**src/sv/hfaf_pkg.sv**
```systemverilog
package hfaf_pkg;

    localparam int CACHE_DEPTH_DEF = 16;

    localparam int MAC_W    = 48;
    localparam int SEQ_W    = 12;
    localparam int WIN_W    = 16;
    localparam int VERD_W   = 4;
    localparam int PADDR_W  = 6;
    localparam int PDATA_W  = 64;
    localparam int REG_IDX_W = 3;

    localparam logic [WIN_W-1:0] WINDOW_UNSET = 16'hFFFF;

    localparam logic [VERD_W-1:0] V_FORWARD   = 4'd0;
    localparam logic [VERD_W-1:0] V_INACTIVE  = 4'd1;
    localparam logic [VERD_W-1:0] V_FOREIGN   = 4'd2;
    localparam logic [VERD_W-1:0] V_RXERR     = 4'd3;
    localparam logic [VERD_W-1:0] V_NOSTA     = 4'd4;
    localparam logic [VERD_W-1:0] V_LATE      = 4'd5;
    localparam logic [VERD_W-1:0] V_DUP       = 4'd6;
    localparam logic [VERD_W-1:0] V_UNDECRYPT = 4'd7;
    localparam logic [VERD_W-1:0] V_CLEARED   = 4'd8;

    localparam logic OP_EXAMINE = 1'b0;
    localparam logic OP_CLEAR   = 1'b1;

    localparam logic [REG_IDX_W-1:0] REG_BSSID   = 3'd0;
    localparam logic [REG_IDX_W-1:0] REG_AP_ADDR = 3'd1;
    localparam logic [REG_IDX_W-1:0] REG_OWN     = 3'd2;
    localparam logic [REG_IDX_W-1:0] REG_ACTIVE  = 3'd3;
    localparam logic [REG_IDX_W-1:0] REG_PRIVACY = 3'd4;

    typedef struct packed {
        logic             opcode;
        logic [MAC_W-1:0] frame_bssid;
        logic [MAC_W-1:0] transmitter_address;
        logic [MAC_W-1:0] receiver_address;
        logic             rx_error;
        logic             is_qos;
        logic [SEQ_W-1:0] seq_number;
        logic             still_encrypted;
        logic             station_found;
        logic             reorder_enabled;
        logic [WIN_W-1:0] window_start;
    } in_word_t;

    typedef struct packed {
        logic [VERD_W-1:0] verdict;
        logic              to_reorder;
    } out_word_t;

    typedef struct packed {
        logic [MAC_W-1:0] session_bssid;
        logic [MAC_W-1:0] bound_ap_address;
        logic [MAC_W-1:0] own_address;
        logic             group_active;
        logic             privacy_enabled;
    } cfg_t;

    typedef struct packed {
        logic capture;
        logic load_pre;
        logic scan_start;
        logic rd_en;
        logic load_fin;
    } cmd_t;

    typedef struct packed {
        logic need_scan;
        logic scan_last;
        logic out_free;
    } sts_t;

endpackage

```
**src/sv/hfaf_ram.sv**
```systemverilog
module hfaf_ram
    #(
    parameter int WIDTH = 12,
    parameter int DEPTH = 16
    )
    (
    input  logic                                     clk,
    input  logic                                     we,
    input  logic [(DEPTH > 1 ? $clog2(DEPTH) : 1)-1:0] waddr,
    input  logic [WIDTH-1:0]                         wdata,
    input  logic                                     re,
    input  logic [(DEPTH > 1 ? $clog2(DEPTH) : 1)-1:0] raddr,
    output logic [WIDTH-1:0]                         rdata
    );

    logic [WIDTH-1:0] mem_reg [DEPTH];
    logic [WIDTH-1:0] rdata_reg;

    always_ff @(posedge clk)
    begin
        if (we)
        begin
            mem_reg[waddr] <= wdata;
        end
        if (re)
        begin
            rdata_reg <= mem_reg[raddr];
        end
    end

    assign rdata = rdata_reg;

endmodule

```
**src/sv/hfaf_regs.sv**
```systemverilog
module hfaf_regs
    import hfaf_pkg::*;
    (
    input  logic               clk,
    input  logic               rst_n,
    input  logic               psel,
    input  logic               penable,
    input  logic               pwrite,
    input  logic [PADDR_W-1:0] paddr,
    input  logic [PDATA_W-1:0] pwdata,
    output logic [PDATA_W-1:0] prdata,
    output logic               pready,
    output cfg_t               cfg
    );

    cfg_t                 cfg_reg;
    cfg_t                 cfg_next;
    logic [REG_IDX_W-1:0] idx;
    logic                 wr;

    assign idx    = paddr[PADDR_W-1:PADDR_W-REG_IDX_W];
    assign wr     = psel & penable & pwrite;
    assign pready = 1'b1;

    always_comb
    begin
        cfg_next = cfg_reg;
        if (wr)
        begin
            case (idx)
                REG_BSSID:   cfg_next.session_bssid    = pwdata[MAC_W-1:0];
                REG_AP_ADDR: cfg_next.bound_ap_address = pwdata[MAC_W-1:0];
                REG_OWN:     cfg_next.own_address      = pwdata[MAC_W-1:0];
                REG_ACTIVE:  cfg_next.group_active     = pwdata[0];
                REG_PRIVACY: cfg_next.privacy_enabled  = pwdata[0];
                default:     cfg_next = cfg_reg;
            endcase
        end
    end

    always_ff @(posedge clk or negedge rst_n)
    begin
        if (!rst_n)
        begin
            cfg_reg <= '0;
        end
        else
        begin
            cfg_reg <= cfg_next;
        end
    end

    always_comb
    begin
        case (idx)
            REG_BSSID:   prdata = {{(PDATA_W-MAC_W){1'b0}}, cfg_reg.session_bssid};
            REG_AP_ADDR: prdata = {{(PDATA_W-MAC_W){1'b0}}, cfg_reg.bound_ap_address};
            REG_OWN:     prdata = {{(PDATA_W-MAC_W){1'b0}}, cfg_reg.own_address};
            REG_ACTIVE:  prdata = {{(PDATA_W-1){1'b0}}, cfg_reg.group_active};
            REG_PRIVACY: prdata = {{(PDATA_W-1){1'b0}}, cfg_reg.privacy_enabled};
            default:     prdata = '0;
        endcase
    end

    assign cfg = cfg_reg;

endmodule

```
**src/sv/hfaf_dpath.sv**
```systemverilog
module hfaf_dpath
    import hfaf_pkg::*;
    #(
    parameter int CACHE_DEPTH = CACHE_DEPTH_DEF
    )
    (
    input  logic      clk,
    input  logic      rst_n,
    input  in_word_t  frame,
    input  cfg_t      cfg,
    input  cmd_t      cmd,
    output sts_t      sts,
    output logic      result_valid,
    input  logic      result_stall,
    output out_word_t result
    );

    localparam int AW = (CACHE_DEPTH > 1) ? $clog2(CACHE_DEPTH) : 1;
    localparam logic [AW-1:0] LAST_IDX = AW'(CACHE_DEPTH - 1);

    in_word_t         word_reg;
    logic [CACHE_DEPTH-1:0] valid_reg;
    logic [CACHE_DEPTH-1:0] valid_next;
    logic [AW-1:0]    wp_reg;
    logic [AW-1:0]    wp_next;
    logic [AW-1:0]    cnt_reg;
    logic [AW-1:0]    cnt_next;
    logic             cmp_en_reg;
    logic             vld_q_reg;
    logic             hit_reg;
    logic             hit_next;
    logic             result_valid_reg;
    logic             result_valid_next;
    out_word_t        result_reg;
    out_word_t        result_next;

    logic [SEQ_W-1:0] rd_data;
    logic [SEQ_W-1:0] entry;
    logic             ram_we;
    logic [SEQ_W-1:0] late_diff;
    logic             late;
    logic             foreign;
    logic             need_scan;
    out_word_t        pre_word;
    out_word_t        fin_word;

    hfaf_ram #(
        .WIDTH (SEQ_W),
        .DEPTH (CACHE_DEPTH)
    ) u_ring (
        .clk   (clk),
        .we    (ram_we),
        .waddr (wp_reg),
        .wdata (word_reg.seq_number),
        .re    (cmd.rd_en),
        .raddr (cnt_reg),
        .rdata (rd_data)
    );

    always_ff @(posedge clk)
    begin
        if (cmd.capture)
        begin
            word_reg <= frame;
        end
        result_reg <= result_next;
    end

    assign late_diff = word_reg.seq_number - word_reg.window_start[SEQ_W-1:0];
    assign late      = word_reg.reorder_enabled &&
                       (word_reg.window_start != WINDOW_UNSET) && late_diff[SEQ_W-1];
    assign foreign   = (word_reg.frame_bssid != cfg.session_bssid) ||
                       (word_reg.transmitter_address != cfg.bound_ap_address) ||
                       (!word_reg.receiver_address[40] &&
                        (word_reg.receiver_address != cfg.own_address));

    always_comb
    begin
        need_scan = 1'b0;
        pre_word  = '{verdict: V_FORWARD, to_reorder: 1'b0};
        if (word_reg.opcode == OP_CLEAR)
        begin
            pre_word.verdict = V_CLEARED;
        end
        else if (!cfg.group_active)
        begin
            pre_word.verdict = V_INACTIVE;
        end
        else if (foreign)
        begin
            pre_word.verdict = V_FOREIGN;
        end
        else if (word_reg.rx_error)
        begin
            pre_word.verdict = V_RXERR;
        end
        else if (!word_reg.station_found)
        begin
            pre_word.verdict = V_NOSTA;
        end
        else if (word_reg.is_qos)
        begin
            if (late)
            begin
                pre_word.verdict = V_LATE;
            end
            else if (word_reg.still_encrypted && cfg.privacy_enabled)
            begin
                pre_word.verdict = V_UNDECRYPT;
            end
            else
            begin
                pre_word.to_reorder = 1'b1;
            end
        end
        else
        begin
            need_scan = 1'b1;
        end
    end

    // stored entries never written read as zero
    assign entry = vld_q_reg ? rd_data : '0;

    always_comb
    begin
        fin_word.to_reorder = 1'b0;
        if (hit_reg)
        begin
            fin_word.verdict = V_DUP;
        end
        else if (word_reg.still_encrypted)
        begin
            fin_word.verdict = V_UNDECRYPT;
        end
        else
        begin
            fin_word.verdict = V_FORWARD;
        end
    end

    assign ram_we = cmd.load_fin && !hit_reg;

    always_comb
    begin
        valid_next        = valid_reg;
        wp_next           = wp_reg;
        cnt_next          = cnt_reg;
        hit_next          = hit_reg;
        result_next       = result_reg;
        result_valid_next = result_valid_reg && result_stall;

        if (cmd.scan_start)
        begin
            cnt_next = '0;
            hit_next = 1'b0;
        end
        if (cmd.rd_en)
        begin
            cnt_next = cnt_reg + 1'b1;
        end
        if (cmp_en_reg && (entry == word_reg.seq_number))
        begin
            hit_next = 1'b1;
        end
        if (cmd.load_pre)
        begin
            result_next       = pre_word;
            result_valid_next = 1'b1;
            if (word_reg.opcode == OP_CLEAR)
            begin
                valid_next = '0;
                wp_next    = '0;
            end
        end
        if (cmd.load_fin)
        begin
            result_next       = fin_word;
            result_valid_next = 1'b1;
            if (ram_we)
            begin
                valid_next[wp_reg] = 1'b1;
                wp_next = (wp_reg == LAST_IDX) ? '0 : wp_reg + 1'b1;
            end
        end
    end

    always_ff @(posedge clk or negedge rst_n)
    begin
        if (!rst_n)
        begin
            valid_reg        <= '0;
            wp_reg           <= '0;
            cnt_reg          <= '0;
            cmp_en_reg       <= 1'b0;
            vld_q_reg        <= 1'b0;
            hit_reg          <= 1'b0;
            result_valid_reg <= 1'b0;
        end
        else
        begin
            valid_reg        <= valid_next;
            wp_reg           <= wp_next;
            cnt_reg          <= cnt_next;
            cmp_en_reg       <= cmd.rd_en;
            vld_q_reg        <= valid_reg[cnt_reg];
            hit_reg          <= hit_next;
            result_valid_reg <= result_valid_next;
        end
    end

    assign sts.need_scan = need_scan;
    assign sts.scan_last = (cnt_reg == LAST_IDX);
    assign sts.out_free  = !result_valid_reg || !result_stall;

    assign result_valid = result_valid_reg;
    assign result       = result_reg;

    a_load_shows: assert property (@(posedge clk) disable iff (!rst_n)
        (cmd.load_pre || cmd.load_fin) |=> result_valid_reg)
        else $error("loaded word not presented");

    a_reorder_fwd: assert property (@(posedge clk) disable iff (!rst_n)
        result_valid_reg |-> (!result_reg.to_reorder || result_reg.verdict == V_FORWARD))
        else $error("to_reorder set on a dropped frame");

    a_wp_range: assert property (@(posedge clk) disable iff (!rst_n)
        wp_reg <= LAST_IDX)
        else $error("ring pointer out of range");

endmodule

```
**src/sv/hfaf_ctrl.sv**
```systemverilog
module hfaf_ctrl
    import hfaf_pkg::*;
    (
    input  logic clk,
    input  logic rst_n,
    input  logic frame_valid,
    output logic frame_stall,
    input  sts_t sts,
    output cmd_t cmd
    );

    localparam logic [2:0] S_IDLE   = 3'd0;
    localparam logic [2:0] S_EVAL   = 3'd1;
    localparam logic [2:0] S_SCAN   = 3'd2;
    localparam logic [2:0] S_DRAIN  = 3'd3;
    localparam logic [2:0] S_FINISH = 3'd4;

    logic [2:0] state_reg;
    logic [2:0] state_next;

    always_comb
    begin
        state_next = state_reg;
        cmd        = '0;
        case (state_reg)
            S_IDLE:
            begin
                if (frame_valid)
                begin
                    cmd.capture = 1'b1;
                    state_next  = S_EVAL;
                end
            end
            S_EVAL:
            begin
                if (sts.need_scan)
                begin
                    cmd.scan_start = 1'b1;
                    state_next     = S_SCAN;
                end
                else if (sts.out_free)
                begin
                    cmd.load_pre = 1'b1;
                    state_next   = S_IDLE;
                end
            end
            S_SCAN:
            begin
                cmd.rd_en = 1'b1;
                if (sts.scan_last)
                begin
                    state_next = S_DRAIN;
                end
            end
            S_DRAIN:
            begin
                state_next = S_FINISH;
            end
            S_FINISH:
            begin
                if (sts.out_free)
                begin
                    cmd.load_fin = 1'b1;
                    state_next   = S_IDLE;
                end
            end
            default:
            begin
                state_next = S_IDLE;
            end
        endcase
    end

    always_ff @(posedge clk or negedge rst_n)
    begin
        if (!rst_n)
        begin
            state_reg <= S_IDLE;
        end
        else
        begin
            state_reg <= state_next;
        end
    end

    assign frame_stall = (state_reg != S_IDLE);

    a_load_free: assert property (@(posedge clk) disable iff (!rst_n)
        (cmd.load_pre || cmd.load_fin) |-> sts.out_free)
        else $error("word loaded over an untaken result");

endmodule

```
**src/sv/helper_frame_admission_filter_core.sv**
```systemverilog
// channel   dir  handshake                   word
// frame     in   frame_valid / frame_stall   in_word_t
// result    out  result_valid / result_stall out_word_t
// config    in   APB psel/penable/pwrite     64-bit registers at 8*index
//
// A word with an early verdict (clear, inactive, foreign, error, no station, QoS) is decided without a ring scan.
// A non-QoS word that passes those checks walks the sequence ring, one entry per cycle.
// Reset: ring empty (all entries read as zero), registers zero, no result pending.
// A new frame word is taken while a result waits; a stalled result holds the next one.
module helper_frame_admission_filter_core
    import hfaf_pkg::*;
    #(
    parameter int CACHE_DEPTH = CACHE_DEPTH_DEF
    )
    (
    input  logic               clk,
    input  logic               rst_n,
    input  logic               frame_valid,
    output logic               frame_stall,
    input  in_word_t           frame,
    output logic               result_valid,
    input  logic               result_stall,
    output out_word_t          result,
    input  logic               psel,
    input  logic               penable,
    input  logic               pwrite,
    input  logic [PADDR_W-1:0] paddr,
    input  logic [PDATA_W-1:0] pwdata,
    output logic [PDATA_W-1:0] prdata,
    output logic               pready
    );

    cfg_t cfg;
    cmd_t cmd;
    sts_t sts;

    hfaf_regs u_regs (
        .clk     (clk),
        .rst_n   (rst_n),
        .psel    (psel),
        .penable (penable),
        .pwrite  (pwrite),
        .paddr   (paddr),
        .pwdata  (pwdata),
        .prdata  (prdata),
        .pready  (pready),
        .cfg     (cfg)
    );

    hfaf_ctrl u_ctrl (
        .clk         (clk),
        .rst_n       (rst_n),
        .frame_valid (frame_valid),
        .frame_stall (frame_stall),
        .sts         (sts),
        .cmd         (cmd)
    );

    hfaf_dpath #(
        .CACHE_DEPTH (CACHE_DEPTH)
    ) u_dpath (
        .clk          (clk),
        .rst_n        (rst_n),
        .frame        (frame),
        .cfg          (cfg),
        .cmd          (cmd),
        .sts          (sts),
        .result_valid (result_valid),
        .result_stall (result_stall),
        .result       (result)
    );

endmodule
```
**config.mk**
```make
export PLATFORM = sky130hd
export DESIGN_NAME = helper_frame_admission_filter_core
export DESIGN_NICKNAME = d
export VERILOG_FILES = /design/src/sv/hfaf_pkg.sv /design/src/sv/hfaf_ram.sv /design/src/sv/hfaf_regs.sv /design/src/sv/hfaf_dpath.sv /design/src/sv/hfaf_ctrl.sv /design/src/sv/helper_frame_admission_filter_core.sv
export SDC_FILE = /design/constraint.sdc
export NUM_CORES = 1
export LEC_CHECK = 0
export BUFFER_PORTS_ARGS = -buffer_cell sky130_fd_sc_hd__buf_2
export CORE_ASPECT_RATIO = 1.5
export CORE_MARGIN = 2
export CORE_UTILIZATION = 62
export CTS_CLUSTER_SIZE = 30
export DETAILED_ROUTE_END_ITERATION = 10
export PLACE_DENSITY = 0.85
export SYNTH_ARGS = -nofsm -noshare
export SYNTH_HDL_FRONTEND = slang
export SYNTH_SLANG_ARGS = --single-unit
```
**constraint.sdc**
```tcl
create_clock -name clk -period 8.9 [get_ports clk]
set_input_delay 1.335 -clock clk [delete_from_list [all_inputs] [get_ports clk]]
set_output_delay 1.335 -clock clk [all_outputs]
set_load 0.03 [all_outputs]
```
==> results.yml <==
sta:
  worst_pin_slew_ns: 1.211
  finalCriticalPeriod_ns: 4.988
  finalSetupTns_ns: 0
  setup_violations: 0
  clock-skew-final_ns: 0.03495
  slew_viol_final: 0
  rsz0062_at_grt: "false"
  max_freq_ghz: 0.2005
  final_hold_viol_count: 0
  min_period_over_period_pct: 56.05
  setup_ws_ns: 3.912
  slew_headroom_pct: 19.26
finish:
  drive_gt1_share_pct: 31.07
  utilization_pct: 72.78
  final_cell_mix: "386 x edfxtp_1, 288 x buf_2, 176 x dfrtp_1, 158 x mux2_2, 134 x xnor2_1"
  fin_nets: 2140
  area_delta_synth_final_pct: 15.54
  largest_reg_flops: 192
  fin_area_um2: 27410
  fillers: 2305
  final_common_cell: "edfxtp_1"
flow_run:
  cap_viol_max_count: 0
logic_synthesis:
  synth-simple-area-share_pct: 5.295
  yosys_warnings: 0
  synth_edf_count: 386
  synth-main-ff-cell: "edfxtp_1"
  synth_top_area_share_pct: 48.86
  avgSynthCellArea_um2: 15.19
  muxShareOfSynthArea_pct: 13.77
  ys_seq_elements: 564
  synth_compound_area_share_pct: 4.858
  seq_area_frac_synth_pct: 67.62
  synth_top_family_by_area: "multiplexers"
  yosysTopAreaCell: "edfxtp_1"
  synth_xor_area_share_pct: 5.575
  syn_area_um2: 23720
  ys_top_cells_by_area: "edfxtp_1 49%, dfrtp_1 19%, mux2_2 7.5%"
  synth_cells: 1562
  async_reset_ff_share_pct: 31.38
  synth_fa_ha_area_share_pct: 0.7911
  synthDistinctLibCells: 55
detailed_routing:
  wl_um: 63270
  avgRoutedWirePerCell_um: 26.22
  post-route-drc-count: 0
  postRouteAntennaNets: 0
  drtPass1Iterations: 6
  num_vias: 14968
  drt_iter0_markers: 1219
  vias_per_cell: 6.203
setup_path:
  cp_num_buf_inv: 4
  rr_startpoint: "u_dpath.word_reg[26]"
  endpoint: "prdata[39]"
  crit_start: "paddr[4]"
  reg2reg_depth: 8
  r2r-end: "u_dpath.result[3]"
  worst_ep_arrival_time_ns: 3.65
  path_cells: "buf_2 > buf_4 > nor2b_4 > buf_4 > a21oi_1 > nor2_1 > buf_2"
  crit_required_ns: 7.57
  critPathMaxFanout: 54
  crit_slowest_cell: "buf_4"
  cp_top_family: "buffers and inverters"
  worst_setup_path_end_kind: "primary output"
  start_kind: "primary input"
  path_depth: 7
  slowest_delay_ns: 0.61
  reg2reg_slack_ns: 5.13
  worstSetupPathType: "primary input to primary output"
pwr:
  ir_worst_vdd_mv: 0.2186
  total_power_w: 0.006119
  p_per_area_nw_per_um2: 223.2
  leakagePower_nw: 10.74
place:
  dpl.hpwl_um: 43040
  gp_congestion: 0.8793
  placedInstanceArea_um2: 25750
  pre_cts_ws_ns: 4.020
  portBuffers: 290
floorplan:
  num_io_pins: 327
  die_w_um: 163.7
  dieArea_um2: 39880
  core_area_um2: 37660
  rows: 87
  start_util_pct: 62.99
  fp.dieH_um: 243.6
cts:
  clk_latency_ns: 0.59
  cts_buffers: 50
  post-cts-setup-buffers: 0
  cts.root.buffer_cell: "clkbuf_16"
  clock-sinks: 564
  cts_tree: "yes"
  hold_buffers: 0
  cts_max_path_buffers: 3
  htreeDepth: 2
  clkTransAtPathRegs_ns: 0.06
  cts_resized: 0
global_route:
  grt_max_degree: 81
  grt_overflow_total: 0
  antenna_found_initial: 14
  grt_util_all_layers_pct: 32.06
  grt_pass1_wl_um: 93660
  grt_pass1_vias: 15630
outcome:
  status: "finished, final reports clean"
hold_path:
  min_path_type: "register to register"
per-layer routing:
layer,wire length (µm),vias to the layer above,GRT usage (%)
met3,4753,233,5.993
met2,32650,806,54.49
met4,5338,8,23.40
met1,20480,7499,35.79
met5,49,-,0
li1,-,6422,-
worst min path at each step:
stage / slack, ns / cells past startpoint / to / startpoint
2_1_floorplan: 0.44 / 1 / u_dpath.valid_reg[15] / u_dpath.valid_reg[15]
3_3_place_gp: 0.45 / 1 / u_dpath.result[0] / u_dpath.result[0]
3_5_place_dp: 0.45 / 1 / u_dpath.result[0] / u_dpath.result[0]
4_1_cts: 0.47 / 1 / u_dpath.result[0] / u_dpath.result[0]
6_report: 0.47 / 1 / u_dpath.result[0] / u_dpath.result[0]
5_1_grt: 0.50 / 1 / u_dpath.valid_reg[11] / u_dpath.valid_reg[11]
cells in the mapped netlist, types with 2 or more instances:
cell         n
or3_1        2
buf_1       10
o41ai_1      3
buf_2       14
nor4_1      14
conb_1       2
a21o_1      18
nor3_1       8
and2_1       3
and3_1       2
dfrtp_1    177
nand2b_1     4
o2bb2ai_1    2
nand2_1     46
a221oi_1    13
edfxtp_1   386
o21ai_0     34
nand3_1     11
a21oi_1     68
nor2_1     119
o22ai_1      4
mux4_2      26
mux2i_1     90
ha_1        15
nand4b_1     2
a22oi_1     17
xnor2_1    134
mux2_2     158
xor2_1      17
nor4b_1      2
a31oi_1      4
o31ai_1      3
inv_1       24
buf_4       17
a32o_1       2
nor2b_1      5
nand4_1     41
a22o_1       6
clkbuf_1    43
through the flow:
stage	hold WS, ns	instances
after floorplan	0.4441	1577
after detailed placement	0.4476	2307
final	0.4726	2413
after global routing	0.4952	2410
after global placement	0.4481	2307
after CTS	0.4666	2401
power breakdown:
| group | internal [W] | switching [W] | leakage, nW | total (W) |
|---|---|---|---|---|
| Combinational | 0.000323 | 0.000415 | 4.08 | 0.000738 |
| Clock | 0.00119 | 0.000948 | 0.796 | 0.00214 |
| Sequential | 0.00304 | 0.000202 | 5.86 | 0.00324 |
| Total | 0.00455 | 0.00157 | 10.7 | 0.00612 |
worst reg2reg max path, cell delays in order, from the launching register on:
cell and delay [ns]:
edfxtp_1 0.94, ha_1 0.39, nand4_1 0.17, nor2_1 0.08, a211o_1 0.31, and2_1 0.19
o41ai_1 1.06, a21boi_0 0.22, o21ai_0 0.24
layout make-up:
cell class                 instances  area, µm²  area share (%)
clock buffer                      71       1444           5.268
antenna                           12      30.03          0.1096
timing repair buffer             325       1723           6.286
tap                              489      611.8           2.232
multi-input combinational        904       7274           26.54
inverter                          25      93.84          0.3424
clock inverter                    23      188.9          0.6893
sequential                       564      16040           58.53
cells by family after synthesis:
| group | Yosys count |
|---|---|
| flip-flops | 564 |
| multiplexers | 274 |
| AND/OR/NAND/NOR | 264 |
| AO/OA/AOI/OAI | 183 |
| XOR/XNOR | 151 |
| buffers and inverters | 109 |
| adder cells (fa/ha/maj) | 15 |
| other | 2 |
Power figures use the tool's default switching activity.
